`config.mk`:
```
export PLATFORM = sky130hd
export DESIGN_NAME = hptc_sqrt
export DESIGN_NICKNAME = d
export VERILOG_FILES = /design/src/rtl/hptc_pkg.sv /design/src/rtl/hptc_sqrt.sv
export SDC_FILE = /design/constraint.sdc
export NUM_CORES = 2
export LEC_CHECK = 0
export ABC_CLOCK_PERIOD_IN_PS = 38300
export BUFFER_PORTS_ARGS = -buffer_cell sky130_fd_sc_hd__clkbuf_2
export CAP_MARGIN = 25
export CORE_ASPECT_RATIO = 2
export CORE_MARGIN = 2
export CORE_UTILIZATION = 55
export DETAILED_ROUTE_END_ITERATION = 6
export MAX_ROUTING_LAYER = met4
export PLACE_DENSITY = 0.73
export SYNTH_ARGS = -nofsm -noshare
export SYNTH_HDL_FRONTEND = slang
export SYNTH_SLANG_ARGS = --single-unit
```
`constraint.sdc`:
```
create_clock -name clk -period 38.3 [get_ports clk]
set_input_delay 7.66 -clock clk [delete_from_list [all_inputs] [get_ports clk]]
set_output_delay 7.66 -clock clk [all_outputs]
set_load 0.005 [all_outputs]
```
`src/rtl/hptc_pkg.sv`:
```
// shared types, register codes and saturation helper for the hand position controller
// no dependencies
package hptc_pkg;

    typedef enum logic [1:0] {
        CFG_GAIN_H   = 2'd0,
        CFG_GAIN_V   = 2'd1,
        CFG_MIN_HAND = 2'd2,
        CFG_HEADWAY  = 2'd3
    } cfg_idx_t;

    localparam logic [16:0] KG_ONE = 17'd65536;
    localparam logic [31:0] S32_MAX = 32'h7FFF_FFFF;
    localparam logic [31:0] S32_MIN = 32'h8000_0000;

    // request fields that ride along the pipeline
    typedef struct packed {
        logic [2:0][31:0] pos;
        logic [2:0][31:0] refp;
        logic [2:0][31:0] vel;
        logic [2:0][15:0] dir;
    } side_t;

    function automatic logic [31:0] sat32(input logic signed [38:0] v);
        logic [31:0] r;
        if (v > 39'sh00_7FFF_FFFF)
            r = S32_MAX;
        else if (v < -39'sh00_8000_0000)
            r = S32_MIN;
        else
            r = v[31:0];
        return r;
    endfunction

endpackage

```
`src/rtl/hptc_sqrt.sv`:
```
// pipelined integer square root, four result bits per stage, eight stages
// depends on hptc_pkg for the sideband type
module hptc_sqrt (
    input  logic          clk,
    input  logic          rst_n,
    input  logic          en,
    input  logic          in_valid,
    input  logic [63:0]   radicand,
    input  hptc_pkg::side_t in_side,
    output logic          out_valid,
    output logic [31:0]   root,
    output hptc_pkg::side_t out_side
);
    import hptc_pkg::*;

    localparam int STAGES = 8;
    localparam int STEPS  = 4;

    for (genvar s = 0; s < STAGES; s++) begin : g_stage
        logic [63:0] rem_in;
        logic [63:0] r_in;
        side_t       side_cur;
        logic        v_in;
        logic [63:0] rem_next;
        logic [63:0] r_next;
        logic [63:0] rem_reg;
        logic [63:0] r_reg;
        side_t       side_reg;
        logic        v_reg;

        if (s == 0) begin : g_first
            assign rem_in   = radicand;
            assign r_in     = 64'd0;
            assign side_cur = in_side;
            assign v_in     = in_valid;
        end
        else begin : g_rest
            assign rem_in   = g_stage[s-1].rem_reg;
            assign r_in     = g_stage[s-1].r_reg;
            assign side_cur = g_stage[s-1].side_reg;
            assign v_in     = g_stage[s-1].v_reg;
        end

        always_comb
        begin
            logic [63:0] bitv;
            rem_next = rem_in;
            r_next   = r_in;
            for (int j = 0; j < STEPS; j++)
            begin
                bitv = 64'd1 << (62 - 2 * (s * STEPS + j));
                if (rem_next >= r_next + bitv)
                begin
                    rem_next = rem_next - (r_next + bitv);
                    r_next   = (r_next >> 1) + bitv;
                end
                else
                begin
                    r_next = r_next >> 1;
                end
            end
        end

        always_ff @(posedge clk or negedge rst_n)
        begin
            if (!rst_n)
                v_reg <= 1'b0;
            else if (en)
                v_reg <= v_in;
        end

        always_ff @(posedge clk)
        begin
            if (en)
            begin
                rem_reg  <= rem_next;
                r_reg    <= r_next;
                side_reg <= side_cur;
            end
        end
    end

    assign out_valid = g_stage[STAGES-1].v_reg;
    assign root      = g_stage[STAGES-1].r_reg[31:0];
    assign out_side  = g_stage[STAGES-1].side_reg;

endmodule

```
# Yosys cells after proc, flatten, opt, wreduce, memory -nomap -nowiden
# Cells that the tools add are included.
# word_totals
mem_bits_ro	0
output_inout_bits	369
word_cells	314
mem_bits_rw	0
mem_count	0
ff_bits	3624
in_bits	404
latchBits	0
# op_classes
eq_ne	0
n_mux	63
add_sub_neg	93
n_reduce_logical	0
div_mod_pow	0
multipliers	0
n_bitwise	0
order_cmp	32
shift	0
# ops
op	count
64-bit two-way mux	54
64-bit >= comparator	31
64-bit subtractor	30
63-bit two-way mux	8
63-bit by 11-bit adder with 64-bit output (second input constant)	1
63-bit by 13-bit adder with 64-bit output (second input constant)	1
63-bit by 15-bit adder with 64-bit output (second input constant)	1
63-bit by 17-bit adder with 64-bit output (second input constant)	1
63-bit by 19-bit adder with 64-bit output (second input constant)	1
63-bit by 21-bit adder with 64-bit output (second input constant)	1
63-bit by 23-bit adder with 64-bit output (second input constant)	1
63-bit by 25-bit adder with 64-bit output (second input constant)	1
63-bit by 27-bit adder with 64-bit output (second input constant)	1
63-bit by 29-bit adder with 64-bit output (second input constant)	1
63-bit by 3-bit adder with 64-bit output (second input constant)	1
63-bit by 31-bit adder with 64-bit output (second input constant)	1
63-bit by 33-bit adder with 64-bit output (second input constant)	1
63-bit by 35-bit adder with 64-bit output (second input constant)	1
63-bit by 37-bit adder with 64-bit output (second input constant)	1
63-bit by 39-bit adder with 64-bit output (second input constant)	1
63-bit by 41-bit adder with 64-bit output (second input constant)	1
63-bit by 43-bit adder with 64-bit output (second input constant)	1
63-bit by 45-bit adder with 64-bit output (second input constant)	1
63-bit by 47-bit adder with 64-bit output (second input constant)	1
45 further kinds	45

# Logic depth before layout (Yosys ltp)
# logic_depth
word_depth	12
ltp_mapped	73

# Worst setup path after synthesis
# OpenSTA, ideal clock, no wires.
# synth_timing
path_kind	input -> register
from	input port radicand[1]
to	register g_stage[0].rem_reg[63] (data pin)
stages	28
arrival_ns	13.108
setup_ns	0.266
required_ns	38.034
path_slack_ns	24.926
path_cell_list	nor4_1 -> nand4_1 -> nor4_1 -> nand3_1 -> o21a_1 -> clkbuf_1 -> ha_1 -> xnor2_1 -> a211o_1 -> clkbuf_1 -> inv_1 -> ha_1 -> xnor2_1 -> o21bai_1 -> a21oi_1 -> nor3b_1 -> buf_1 -> nor2_1 -> xnor2_1 -> ha_1 -> nor2b_1 -> inv_1 -> or4_1 -> a21oi_1 -> inv_1 -> o21ai_0 -> nor3_1 -> xor2_1
# synth_between
elab_chain_len	11
# synth_lines
item	line_no	text
from (decl)	hptc_sqrt.sv:8	input logic [63:0] radicand,
64-bit by 63-bit >= comparator with 1-bit output	hptc_sqrt.sv:52	if (rem_next >= r_next + bitv)
63-bit two-way mux	hptc_sqrt.sv:52	
63-bit by 61-bit adder with 64-bit output	hptc_sqrt.sv:52, hptc_sqrt.sv:54	
64-bit >= comparator	hptc_sqrt.sv:52	
64-bit two-way mux	hptc_sqrt.sv:52	
64-bit by 59-bit adder with 64-bit output	hptc_sqrt.sv:52, hptc_sqrt.sv:54	
64-bit >= comparator	hptc_sqrt.sv:52	
64-bit two-way mux	hptc_sqrt.sv:52	
64-bit by 57-bit adder with 64-bit output	hptc_sqrt.sv:52, hptc_sqrt.sv:54	
64-bit subtractor / 64-bit >= comparator (equally long branches)	hptc_sqrt.sv:54, hptc_sqrt.sv:52	
64-bit two-way mux *	hptc_sqrt.sv:52	
via g_stage[0].rem_next[63]	hptc_sqrt.sv:24	logic [63:0] rem_next;
to (signal assigned)	hptc_sqrt.sv:76	rem_reg <= rem_next;
to (decl)	hptc_sqrt.sv:26	logic [63:0] rem_reg;
# Mark *: on every way through the listed nets, which the timed path passes. The rest lies on a longest branch.
# A chain may end at the register's enable or synchronous reset.

# Worst setup path after layout
# layout_timing
from	register g_stage[6].r_reg[8]
to	register g_stage[7].r_reg[0] (data pin)
# layout_between
elab_chain_len	12
# layout_lines
item	line_no	text
from (decl)	hptc_sqrt.sv:27	logic [63:0] r_reg;
from (signal assigned)	hptc_sqrt.sv:77	r_reg <= r_next;
64-bit by 7-bit adder with 64-bit output	hptc_sqrt.sv:52, hptc_sqrt.sv:54	
64-bit >= comparator	hptc_sqrt.sv:52	
64-bit two-way mux	hptc_sqrt.sv:52	
64-bit by 5-bit adder with 64-bit output	hptc_sqrt.sv:52, hptc_sqrt.sv:54	
64-bit >= comparator	hptc_sqrt.sv:52	
64-bit two-way mux	hptc_sqrt.sv:52	
64-bit by 3-bit adder with 64-bit output	hptc_sqrt.sv:52, hptc_sqrt.sv:54	
64-bit >= comparator	hptc_sqrt.sv:52	
64-bit two-way mux	hptc_sqrt.sv:52	
64-bit by 1-bit adder with 64-bit output	n/a	
64-bit >= comparator	hptc_sqrt.sv:52	
32-bit two-way mux *	hptc_sqrt.sv:52	
to (signal assigned)	hptc_sqrt.sv:77	
to (decl)	hptc_sqrt.sv:27	
# Mark *: on every way between the ends. The rest lies on a longest branch, timed or not.

==> summary.log <==
qor: status.result_of_the_run complete, but fails checks
qor: status.violated_checks DRC
qor: logic_synthesis.yosys-mux-area-fraction 0.6520%
qor: cts.cts.sink_count 3288
qor: grt.grt_max_degree 222
qor: logic_synthesis.post_synth_num_cell_types 102
qor: logic_synthesis.synth_fa_ha_area_share 4.920%
qor: logic_synthesis.yosysWarningCount 0
qor: setup_path.worst_path_max_stage_delay 1.01 ns
qor: setup_path.cpMaxStageDelayCell a211oi_2
qor: cts.worstSkewPairLatency 0.90 ns
qor: cts.number_of_setup_buffers_added_after_cts 0
qor: cts.cts-resized-gates 0
qor: setup_path.r2r_start g_stage[6].r_reg[8]
qor: cts.cts_htree_levels 5
qor: pwr.leak_pwr 61.32 nW
qor: detailed_routing.route.detailed.vias_per_inst 6.111
qor: detailed_routing.drt_iter0_drc 7158
qor: job.cap_violations 0
qor: timing.fin_worst_hold_slack 0.3520 ns
qor: die.total_die_area 271600 um2
qor: setup_path.worst_setup_path_endpoint g_stage[7].r_reg[0]
qor: cts.cts_made_buffers 283
qor: layout.drive_gt1_share 12.76%
qor: cts.clock_path_buffers 4
qor: timing.report.final.hold_viol_count 0
qor: layout.n_fill_cell 20040
qor: layout.largest_reg_flops 2352
qor: setup_path.cp_data_arrival_time 18.91 ns
qor: detailed_routing.postRouteAntennaNets 0
qor: detailed_routing.total_detailed_routing_wirelength 439600 um
qor: hold_path.hold_removal_path_class reg2reg
qor: die.std_cell_rows 268
qor: layout.final_stage_net_count 12790
qor: layout.design_area 165000 um2
qor: detailed_routing.post_drt_wl_per_cell 28.19 um
qor: grt.grt_first_pass_wirelength 630700 um
qor: grt.antenna_violations_before_repair 71
qor: placed_design.port_buffers 772
qor: logic_synthesis.synthesis.instances 10850
qor: pwr.final_total_power 14.73 mW
qor: timing.achievable-frequency 54.45 MHz
qor: die.number_of_i_o_pins 773
qor: setup_path.startpoint g_stage[6].r_reg[8]
qor: grt.via_count_of_the_first_global_routing_pass 97670
qor: setup_path.rr_worst_depth 54
qor: logic_synthesis.synth_simple_gate_area_share 10.66%
qor: setup_path.worstPathMaxFanout 53
qor: cts.cts_hold_buffers 0
qor: die.core_area 266200 um2
qor: setup_path.worst_r2r_endpoint g_stage[7].r_reg[0]
qor: setup_path.timing_worst_setup_path_type reg2reg
qor: pwr.irDropWorstVdd 0.0001090 V
qor: hold_path.timing.hold.worst_path_depth 0
qor: die.start_util 55.21%
qor: layout.utilization 61.96%
qor: timing.period_minus_slack 18.36 ns
qor: cts.tritoncts built
qor: pwr.powerDensity 89.31 nW/um2
qor: timing.final.setup_skew 0.08689 ns
qor: timing.max-slew-margin-rel 11.22%
qor: timing.setup_viol 0
qor: timing.timing.setup.tns 0 ns
qor: logic_synthesis.syn-mean-instance-area 13.55 um2
qor: logic_synthesis.synthesis.nets 11830
qor: cts.cts_root_buf clkbuf_16
qor: setup_path.start_kind flip-flop
qor: placed_design.placed_cell_area 155500 um2
qor: detailed_routing.drt_pre_antenna_iters 7
qor: setup_path.crit_family compound AO/OA/AOI/OAI gates
qor: timing.worst_slew_pin_slew 1.322 ns
qor: logic_synthesis.number_of_enable_type_register_cells_in_the_synthesized_netlist 3280
qor: layout.flow.area_growth_from_synthesis 12.23%
qor: grt.grt_usage 33.10%
qor: grt.gr-usage-met3 7.626%
qor: setup_path.r2r_slack 19.94 ns
qor: logic_synthesis.asyncSetResetFlopFracSynth 0.2433%
qor: logic_synthesis.synth_xor_area_share 4.815%
qor: detailed_routing.via_count 95290
qor: logic_synthesis.combinational_family_with_the_most_area_after_synthesis simple AND/OR/NAND/NOR gates
qor: setup_path.cp_data_required_time 38.84 ns
qor: logic_synthesis.synth_ff_type edfxtp_1
qor: logic_synthesis.synth-seq-cells 3288
qor: grt.top_usage_layer met2
qor: placed_design.detailedPlacementHpwl 329500 um
qor: die.chipWidth 369.5 um
qor: grt.grt.met1_usage 28.18%
qor: setup_path.timing.critical_path.mode_cell inv_1
qor: timing.finalMaxSlewViolations 0
qor: setup_path.cp_num_buf_inv 11
qor: timing.final_min_period_over_clock_period 47.95%
qor: timing.rsz0062_at_grt false
qor: placed_design.gp_routability_congestion 1.142
qor: grt.grtUsageMet2 58.81%
qor: logic_synthesis.synth_seq_area_share 67.15%
qor: die.chipHeight 735.1 um
qor: detailed_routing.post-route-drc-count 1
qor: grt.overflow 0
qor: setup_path.timing.critical_path.depth 54
qor: logic_synthesis.syn-cell-area 147000 um2
qor: cts.clk_pin_slew_worst_setup_hold_paths 0.07 ns
qor: setup_path.worstSetupEndpointType flip-flop
qor: logic_synthesis.synth_compound_gate_area_share 10.16%
per-stage QoR:
stage               worst slack, ns  instances
finish                        19.94      15590
detailed placement            20.07      15000
global route                  19.63      15590
floorplan                     24.93      10850
global placement              19.67      14990
CTS                           19.99      15500
kinds of logic after synthesis:
logic type / after synthesis
flops: 3288
simple gates: 3092
compound gates: 2353
xor+xnor: 808
buf+inv: 639
fa+ha+maj: 578
mux: 88
Yosys cell counts, types with 34 or more instances:
cell / n / area [um2]
mux2_2: 61 / 686.9
a21o_1: 327 / 2455
nand2_1: 679 / 2549
and2_1: 74 / 462.9
o21a_1: 86 / 645.6
nor3_1: 222 / 1111
nor2_1: 816 / 3063
or2_2: 48 / 300.3
or4_1: 70 / 525.5
o21ai_0: 461 / 2307
nand2b_1: 112 / 700.7
clkbuf_1: 230 / 863.3
or3_1: 85 / 531.8
nand4_1: 215 / 1345
a21oi_1: 782 / 3914
ha_1: 578 / 7232
xnor2_1: 514 / 4502
nor4_1: 164 / 1026
edfxtp_1: 3280 / 98490
xor2_1: 294 / 2575
o211ai_1: 46 / 345.3
o21bai_1: 72 / 540.5
a31oi_1: 85 / 531.8
o31ai_1: 74 / 555.5
and3_1: 70 / 437.9
nor2b_1: 101 / 631.9
nand3_1: 241 / 1206
inv_1: 354 / 1329
nor4b_1: 34 / 297.8
a211oi_1: 65 / 488.0
power breakdown:
group | switching [mW] | internal, mW
sequential | 0.189 | 4.49
combinational | 4.62 | 2.61
clock | 1.31 | 1.52
worst min path at each step:
stage | startpoint | end | slack (ns)
2_1_floorplan | g_stage[0].side_reg[0] | g_stage[1].side_reg[0] | 0.40
3_3_place_gp | g_stage[4].side_reg[34] | g_stage[5].side_reg[34] | 0.40
3_5_place_dp | g_stage[0].side_reg[12] | g_stage[1].side_reg[12] | 0.40
4_1_cts | g_stage[3].side_reg[9] | g_stage[4].side_reg[9] | 0.33
5_1_grt | g_stage[3].side_reg[135] | g_stage[4].side_reg[135] | 0.35
6_report | g_stage[3].side_reg[9] | g_stage[4].side_reg[9] | 0.35
metal layers:
layer | up-vias | part of all wire, %
met2 | 3876 | 53
met1 | 46070 | 30
met3 | 1957 | 6.0
li1 | 43390 | -
met4 | 0 | 11
met5 | - | 0
cell usage in the layout (no fill, tap or decap), types with 34 or more instances in the layout:
master and instances:
clkbuf_16 284, diode_2 66, and3_1 70, clkbuf_1 46
nand2b_1 112, nand2_1 679, nor2_1 815, or3_1 85
nand3_1 240, or2_2 48, nor4_1 160, nor2b_1 101
a21oi_1 781, and2_1 74, a31oi_1 85, nor3_1 221
buf_4 134, a21o_1 327, mux2_2 61, or4_1 70
o31ai_1 73, o21ai_0 459, edfxtp_1 3280, o21a_1 86
clkbuf_2 774, o21bai_1 72, xnor2_1 513, nand4_1 215
ha_1 578, clkinv_2 34, inv_1 354, clkinv_1 60
xor2_1 294, o211ai_1 46, a211oi_1 64
layout make-up:
class | instances | area, um2 | area share (%)
diodes | 66 | 165.2 | 0.1001
clock buffers | 330 | 7279 | 4.413
clock inverters | 169 | 1658 | 1.005
inverters | 366 | 1374 | 0.8328
multi-input cells | 6919 | 45970 | 27.87
flip-flops and latches | 3288 | 98690 | 59.83
well taps | 3510 | 4392 | 2.662
repair buffers | 946 | 5436 | 3.295
Note: power is estimated with default switching activity, not from simulation.
